File: src/rtl/sss_pkg.sv
// Shared types, command codes and segment font for the seven-segment scan driver.
// Used by every module of the block; depends on nothing.
`default_nettype none
package sss_pkg;

  localparam int unsigned DIGIT_COUNT = 3;
  localparam int unsigned SEG_W       = 8;

  localparam logic [2:0] KIND_NUMBER   = 3'd0;
  localparam logic [2:0] KIND_DASHES   = 3'd1;
  localparam logic [2:0] KIND_RAW      = 3'd2;
  localparam logic [2:0] KIND_UNITS_DP = 3'd3;
  localparam logic [2:0] KIND_ALL_DP   = 3'd4;
  localparam logic [2:0] KIND_TICK     = 3'd5;

  localparam logic [SEG_W-1:0] SEG_DP = 8'h10;
  localparam logic [SEG_W-1:0] SEG_G  = 8'h40;

  localparam logic [9:0] NUMBER_MAX  = 10'd999;
  localparam logic [9:0] BLANK_BELOW = 10'd100;

  typedef struct packed {
    logic [2:0]        kind;
    logic signed [15:0] number_value;
    logic [7:0]        left_mask;
    logic [7:0]        middle_mask;
    logic [7:0]        right_mask;
    logic              point_on;
  } in_item_t;

  typedef struct packed {
    logic [7:0] segment_drive;
    logic [2:0] digit_enable;
    logic [1:0] scanned_digit;
  } out_item_t;

  typedef struct packed {
    logic [SEG_W-1:0] left_seg;
    logic [SEG_W-1:0] middle_seg;
    logic [SEG_W-1:0] right_seg;
  } glyph_set_t;

  function automatic logic [SEG_W-1:0] glyph(input logic [3:0] digit);
    logic [SEG_W-1:0] seg;
    unique case (digit)
      4'd0:    seg = 8'hAF;
      4'd1:    seg = 8'hA0;
      4'd2:    seg = 8'hC7;
      4'd3:    seg = 8'hE5;
      4'd4:    seg = 8'hE8;
      4'd5:    seg = 8'h6D;
      4'd6:    seg = 8'h6F;
      4'd7:    seg = 8'hA1;
      4'd8:    seg = 8'hEF;
      4'd9:    seg = 8'hED;
      default: seg = '0;
    endcase
    return seg;
  endfunction

endpackage
`default_nettype wire

File: src/rtl/seven_segment_scan_driver.sv
// Three-digit seven-segment scan driver with an input register and a result register.
// A tick goes via the input and result registers; one item per cycle unless stalled.
// Commands update the digit masks in the cycle after acceptance and produce no result.
// The result register parts the two sides, so a waiting result blocks only ticks.
// Synchronous active-low reset blanks all digits and sets the scan to the left digit.
// Depends on sss_pkg and sss_number_encode.
`default_nettype none
module seven_segment_scan_driver (
  input  wire logic               clk,
  input  wire logic               rst_n,
  input  wire logic               in_valid,
  output logic                    in_stall,
  input  wire sss_pkg::in_item_t  in_item,
  output logic                    out_valid,
  input  wire logic               out_stall,
  output sss_pkg::out_item_t      out_item
);
  import sss_pkg::*;

  in_item_t         item_r;
  logic             item_valid_r;
  logic [SEG_W-1:0] digit_r   [DIGIT_COUNT];
  logic [SEG_W-1:0] digit_nxt [DIGIT_COUNT];
  logic [1:0]       scan_r;
  logic [1:0]       scan_nxt;
  logic [1:0]       pos;
  logic             out_valid_r;
  out_item_t        out_r;
  out_item_t        out_nxt;
  glyph_set_t       glyphs;
  logic             is_tick;
  logic             advance;

  sss_number_encode u_encode (
    .number_value (item_r.number_value),
    .glyphs       (glyphs)
  );

  assign is_tick  = (item_r.kind == KIND_TICK);
  assign advance  = item_valid_r && (!is_tick || !out_valid_r || !out_stall);
  assign in_stall = item_valid_r && !advance;
  assign pos      = (scan_r < 2'(DIGIT_COUNT)) ? scan_r : 2'd0;

  always_comb begin
    for (int i = 0; i < DIGIT_COUNT; i++) begin
      digit_nxt[i] = digit_r[i];
    end
    case (item_r.kind)
      KIND_NUMBER: begin
        digit_nxt[0] = glyphs.left_seg;
        digit_nxt[1] = glyphs.middle_seg;
        digit_nxt[2] = glyphs.right_seg | (digit_r[2] & SEG_DP);
      end
      KIND_DASHES: begin
        for (int i = 0; i < DIGIT_COUNT; i++) begin
          digit_nxt[i] = SEG_G;
        end
      end
      KIND_RAW: begin
        digit_nxt[0] = item_r.left_mask;
        digit_nxt[1] = item_r.middle_mask;
        digit_nxt[2] = item_r.right_mask;
      end
      KIND_UNITS_DP: begin
        digit_nxt[2] = item_r.point_on ? (digit_r[2] | SEG_DP) : (digit_r[2] & ~SEG_DP);
      end
      KIND_ALL_DP: begin
        for (int i = 0; i < DIGIT_COUNT; i++) begin
          digit_nxt[i] = item_r.point_on ? (digit_r[i] | SEG_DP) : (digit_r[i] & ~SEG_DP);
        end
      end
      default: begin
      end
    endcase
  end

  always_comb begin
    out_nxt.segment_drive = ~digit_r[pos];
    out_nxt.digit_enable  = (digit_r[pos] != '0) ? (3'b001 << pos) : 3'b000;
    out_nxt.scanned_digit = pos;
    scan_nxt              = (pos == 2'(DIGIT_COUNT - 1)) ? 2'd0 : pos + 2'd1;
  end

  always_ff @(posedge clk) begin
    if (!rst_n) begin
      item_valid_r <= 1'b0;
      out_valid_r  <= 1'b0;
      scan_r       <= '0;
      for (int i = 0; i < DIGIT_COUNT; i++) begin
        digit_r[i] <= '0;
      end
    end else begin
      if (!item_valid_r || advance) begin
        item_valid_r <= in_valid;
      end
      if (advance) begin
        if (is_tick) begin
          out_valid_r <= 1'b1;
          scan_r      <= scan_nxt;
        end else begin
          if (!out_stall) begin
            out_valid_r <= 1'b0;
          end
          for (int i = 0; i < DIGIT_COUNT; i++) begin
            digit_r[i] <= digit_nxt[i];
          end
        end
      end else if (!out_stall) begin
        out_valid_r <= 1'b0;
      end
    end
  end

  always_ff @(posedge clk) begin
    if (!item_valid_r || advance) begin
      item_r <= in_item;
    end
    if (advance && is_tick) begin
      out_r <= out_nxt;
    end
  end

  assign out_valid = out_valid_r;
  assign out_item  = out_r;

endmodule
`default_nettype wire

File: src/rtl/sss_number_encode.sv
// Clamps a signed number to 0..999 and converts it to three segment glyphs, the left one blank below 100.
// Depends on sss_pkg for the font, the clamp limit and the blanking threshold.
`default_nettype none
module sss_number_encode (
  input  wire logic signed [15:0] number_value,
  output sss_pkg::glyph_set_t     glyphs
);
  import sss_pkg::*;

  logic [9:0]  num;
  logic [15:0] hund_prod;
  logic [3:0]  hund;
  logic [9:0]  rem_full;
  logic [6:0]  rem;
  logic [14:0] tens_prod;
  logic [3:0]  tens;
  logic [6:0]  tens_x10;
  logic [6:0]  unit_full;
  logic [3:0]  units;

  always_comb begin
    if (number_value[15]) begin
      num = '0;
    end else if (number_value > 16'sd999) begin
      num = NUMBER_MAX;
    end else begin
      num = number_value[9:0];
    end
  end

  // Division by constants as reciprocal multiplies, exact over 0..999 and 0..99.
  assign hund_prod = 16'(num) * 16'd41;
  assign hund      = hund_prod[15:12];
  assign rem_full  = num - 10'(hund) * 10'd100;
  assign rem       = rem_full[6:0];
  assign tens_prod = 15'(rem) * 15'd205;
  assign tens      = tens_prod[14:11];
  assign tens_x10  = 7'(tens) * 7'd10;
  assign unit_full = rem - tens_x10;
  assign units     = unit_full[3:0];

  assign glyphs.left_seg   = (num < BLANK_BELOW) ? '0 : glyph(hund);
  assign glyphs.middle_seg = glyph(tens);
  assign glyphs.right_seg  = glyph(units);

endmodule
`default_nettype wire

File: config.mk
export PLATFORM = sky130hd
export DESIGN_NAME = seven_segment_scan_driver
export DESIGN_NICKNAME = d
export VERILOG_FILES = /design/src/rtl/sss_pkg.sv /design/src/rtl/seven_segment_scan_driver.sv /design/src/rtl/sss_number_encode.sv
export SDC_FILE = /design/constraint.sdc
export NUM_CORES = 1
export LEC_CHECK = 0
export CORE_ASPECT_RATIO = 0.7
export CORE_MARGIN = 4
export CORE_UTILIZATION = 34
export CTS_CLUSTER_DIAMETER = 120
export DETAILED_ROUTE_END_ITERATION = 16
export DONT_BUFFER_PORTS = 1
export PLACE_DENSITY_LB_ADDON = 0.25
export SYNTH_ARGS = -nofsm -noshare
export SYNTH_HDL_FRONTEND = slang
export SYNTH_HIERARCHICAL = 1
export SYNTH_SLANG_ARGS = --single-unit
export TNS_END_PERCENT = 20
File: constraint.sdc
create_clock -name clk -period 32.3 [get_ports clk]
set_input_delay 4.845 -clock clk [delete_from_list [all_inputs] [get_ports clk]]
set_output_delay 4.845 -clock clk [all_outputs]
set_load 0.01 [all_outputs]
=== Yosys cells after proc, flatten, opt, wreduce, memory -nomap -nowiden ===
Memories as Yosys holds them, arrays and structs flattened.
Index checks and enable logic that the tools add are counted.

* Memories: 4
* Memory bits (writable): 24
* Output and inout bits: 15
* Bits of input ports: 48
* Bits in read-only memories: 336
* Word-level logic and storage cells: 91
* Register bits: 61

* $add $sub $neg: 3
* Shift operators: 1
* Mux-type cells: 25
* Order comparisons: 3
* Multiply operators: 4
* Bitwise logic cells: 9
* Eq/ne operators: 12
* Reductions and logical operators: 18

{| class="wikitable"
|+ Memories
! name !! words !! bits a word !! rd ports !! clocked after Yosys merged registers in !! wr ports !! line !! source
|-
| (name not given) || 16 || 7 || 1 || 0 || 0 || sss_pkg.sv:45 || <nowiki>unique case (digit)</nowiki>
|-
| (name not given) || 16 || 7 || 1 || 0 || 0 || sss_pkg.sv:45 ||
|-
| (name not given) || 16 || 7 || 1 || 0 || 0 || sss_pkg.sv:45 ||
|-
| digit_r || 3 || 8 || 2 || 0 || 3 || seven_segment_scan_driver.sv:22 || <nowiki>logic [SEG_W-1:0] digit_r [DIGIT_COUNT];</nowiki>
|}

{| class="wikitable"
|+ Operators with widths
! operator !! count
|-
| case mux 16 bit (4 select lines) || 1
|-
| case mux 8 bit (4 select lines) || 1
|-
| 2-to-1 mux 10 bit || 2
|-
| > comparator 16 x 11 -> 1 bit, second input constant || 1
|-
| multiplier 10 x 6 -> 16 bit, second input constant || 1
|-
| 2-to-1 mux 8 bit || 2
|-
| multiplier 7 x 8 -> 15 bit, second input constant || 1
|-
| 2-to-1 mux 5 bit || 3
|-
| inequality test 4 bit, second input constant || 3
|-
| < comparator 10 x 7 -> 1 bit, second input constant || 1
|-
| 2-to-1 mux 1 bit || 10
|-
| 2-to-1 mux 4 bit || 2
|-
| NOT 8 bit || 1
|-
| bitwise OR 8 x 5 -> 8 bit || 1
|-
| nonzero test 8 bit || 1
|-
| bitwise OR 1 bit || 7
|-
| subtractor 7 bit || 1
|-
| == test 3 x 2 -> 1 bit, second input constant || 2
|-
| == test 3 bit, second input constant || 2
|-
| 2-to-1 mux 3 bit || 2
|-
| logical NOT 1 bit || 5
|-
| multiplier 4 x 5 -> 5 bit, second input constant || 1
|-
| multiplier 4 x 3 -> 3 bit, second input constant || 1
|-
| 2-to-1 mux 2 bit || 2
|-
| 15 further kinds || 21
|}

=== Depth between registers and ports, before layout ===
An unclocked memory read counts as a cell.

* Depth after elaboration: 13
* Gate-level depth with buffers: 45
* Mapped depth without buffers: 44

=== Hierarchy ===
The synthesis kept the hierarchy.

{| class="wikitable"
|+ By module, submodules not included
! module !! seq. area each (um^2) !! area each (um^2) !! times used !! cells each
|-
| seven_segment_scan_driver || 2512.4 || 3488.3 || 1 || 226
|-
| sss_number_encode || 0.0 || 2687.6 || 1 || 314
|}

=== Least setup slack after synthesis ===
No wires, ideal clock.

* Path type: reg-to-reg
* Start: register item_r[35] in the netlist's numbering
* End: memory digit_r[2][6] (data pin)
* Library setup time: 0.167 ns
* Data required time: 32.133 ns
* Slack: 21.783 ns
* Arrival: 10.349 ns
* Period minus slack after synthesis: 10.517 ns
* Stages on the path, launching flop included: 42
* Buffers on the path: 1
* Path through: edfxtp_1 -> nor3_1 -> and2_2 -> buf_2 -> nand2_1 -> nor3b_1 -> ha_1 -> fa_1 -> ha_1 -> ha_1 -> and3_1 -> a221oi_1 -> o21ai_0 -> xnor2_1 -> inv_1 -> ha_1 -> inv_1 -> fa_1 -> [... 6 more ...] -> fa_1 -> fa_1 -> ha_1 -> a31oi_1 -> nor2_1 -> a2111oi_2 -> nand2_4 -> xnor2_1 -> inv_1 -> ha_1 -> fa_1 -> xnor2_1 -> xnor3_1 -> and3_4 -> or4_4 -> o211ai_1 -> o22ai_1 -> a211oi_1

{| class="wikitable"
|+ RTL lines
! item !! line !! source
|-
| start: declaration || seven_segment_scan_driver.sv:20 || <nowiki>in_item_t item_r;</nowiki>
|-
| start signal: assignment || seven_segment_scan_driver.sv:116 || <nowiki>item_r <= in_item;</nowiki>
|-
| end: declaration || seven_segment_scan_driver.sv:22 ||
|}

==> flow_summary.json <==
{
  "grt.total_usage": 0.143,
  "syn_area_per_cell_um2": 11.4,
  "numCtsBuffers": 9,
  "finalSetupViolCount": 0,
  "cts_setup_buffers": 0,
  "cts_resized": 0,
  "drv_cap": 0,
  "fin_hold_ws_ns": 0.549,
  "grt_pass1_vias": 4204,
  "setup_tns_ns": 0,
  "ant_nets": 0,
  "grt_overflow": 0,
  "synth-seq-area-share": 0.407,
  "core_um2": 17500,
  "grt_start_max_net_pins": 45,
  "syn-cell-area_um2": 6180,
  "ff2ff_setup_slack_ns": 20.33,
  "firstDrtPassIters": 5,
  "synth.distinct_cells": 80,
  "crit_path_end_kind": "flip-flop",
  "drt_iter0_drc": 263,
  "cts_hold_buf": 0,
  "yosys_warnings": 6,
  "cts_tree": "yes",
  "crit_top_cell": "ha_1",
  "synth.ff_latch_count": 85,
  "clk_pin_slew_ns": 0.06,
  "diodes": 0,
  "die-area_um2": 20400,
  "synth-edff-count": 81,
  "start_util": 0.354,
  "synth.most_common_cell": "ha_1",
  "skew_ns": 0.0137,
  "synthTopCellsByArea": "edfxtp_1 (39%), ha_1 (18%), fa_1 (4.5%)",
  "clock_path_buffers": 2,
  "cp.required_ns": 32.46,
  "slew_headroom": 0.214,
  "insertion_delay_ns": 0.36,
  "viasPerCell": 5.21,
  "io_buffers": 0,
  "start_kind": "flip-flop",
  "cts.sinks": 85,
  "drive_gt1_frac": 0.0987,
  "grt_pass1_wl_mm": 22.7,
  "finalNonFillerCells": 768,
  "remaining_drc_errors": 0,
  "status": "finished clean",
  "nets": 685,
  "fillCellCount": 1668,
  "multi_input_area_um2": 3440,
  "fmax_mhz": 83.5,
  "report.final.slew_viol_count": 0,
  "crit_arrival_ns": 12.13,
  "fin_crit_sh": 0.371,
  "wl_mm": 13.7,
  "root_buffer": "clkbuf_16",
  "rsz0062_at_grt": "no",
  "synth_common_cells": "ha_1 (91), edfxtp_1 (81), nor2_1 (60), nand2_1 (30), inv_1 (27)",
  "rows": 40,
  "synth-main-ff-cell": "edfxtp_1",
  "dpl.hpwl_mm": 10.9,
  "cts_max_level": 3,
  "hp-class": "reg -> reg",
  "slowest_stage": "nor3b_1",
  "path_max_fanout": 7,
  "vias": 4005,
  "utilization": 0.380,
  "worstSetupPathType": "reg -> reg",
  "io_pins": 63,
  "wl_per_cell_um": 17.8,
  "synth-async-reset-ratio": 0,
  "regArea_um2": 2510,
  "antenna_found_initial": 2,
  "slowest_delay_ns": 0.78,
  "routabilityCongestion": 0.895,
  "layout_min_cycle_time_ns": 11.97,
  "place_inst": 752,
  "synth.largest_area_cell": "edfxtp_1",
  "syn2layout_area_growth_pct": 7.54,
  "syn_inst": 540,
  "die_x_um": 169,
  "hold_viol_final": 0,
  "tightest_slew_ns": 1.17,
  "synthDominantCellAreaShare": 0.394,
  "die_h_um": 121
}
per-layer routing:
metal  global-route usage  routed length (um)
met5                    0                  28
met4               0.0332                 143
met3               0.0458                 932
met2                0.196                5450
met1                0.217                7150
logic make-up after synthesis:
| logic type | after synthesis | share of synthesized area |
|---|---|---|
| AND/OR/NAND/NOR | 158 | 0.131 |
| adder cells (fa/ha/maj) | 108 | 0.235 |
| AO/OA/AOI/OAI | 104 | 0.124 |
| flip-flops | 85 | 0.407 |
| buffers and inverters | 49 | 0.0379 |
| multiplexers | 21 | 0.0423 |
| XOR/XNOR | 14 | 0.0233 |
| other | 1 | 0.000607 |
through the flow:
step                      setup slack [ns]  cell area [um2]
after floorplan                      21.78             6180
after global routing                 19.31             6640
after global placement               20.73             6340
final                                20.33             6640
after detailed placement             20.38             6340
after CTS                            20.36             6640
layout by cell type (no fill, tap or decap), types with 4 or more instances in the layout:
master,instances
inv_1,26
mux2i_2,5
edfxtp_1,81
nor2b_1,9
a211oi_1,7
o211ai_1,5
a21o_1,5
nand4_1,5
a21oi_1,22
fa_1,14
ha_1,91
mux2_4,6
nand3_1,11
a22oi_1,18
xor2_1,4
a31oi_1,4
nor3b_1,5
o21ai_0,7
nand2_1,30
clkbuf_16,9
dfxtp_1,4
nor3_1,5
xnor2_1,8
mux2i_1,8
o21bai_1,5
nor2_1,60
final cells by class:
cell class / count / area share
Multi-Input combinational cell: 408 / 0.518
Sequential cell: 85 / 0.378
Tap cell: 231 / 0.0435
Clock buffer: 9 / 0.0339
Inverter: 28 / 0.0158
Clock inverter: 7 / 0.0109
registers in the layout, indices dropped and copies added, names as in the netlist:
name and flops:
digit_r 24, item_r 44, item_valid_r 1, out_item 13
out_valid 1, scan_r 2
path summary, 6_finish.rpt:
path	to	startpoint	cells past startpoint
setup / recovery	digit_r[2][6]	item_r[35]	40
hold / removal	scan_r[1]	scan_r[1]	2
setup reg to reg	digit_r[2][6]	item_r[35]	40
hold reg to reg	scan_r[1]	scan_r[1]	2
critical path, delay by kind of cell, from the launching register on:
kind	cells	cell delay, ns
AND/OR/NAND/NOR	11	2.71
buffers and inverters	3	0.44
AO/OA/AOI/OAI	8	2.09
adder cells (fa/ha/maj)	13	4.44
XOR/XNOR	5	1.76
flip-flops	1	0.36
Power is left out: the tool's default activity adds up to more than one toggle a clock period on the data nets, which glitch-free logic cannot reach.
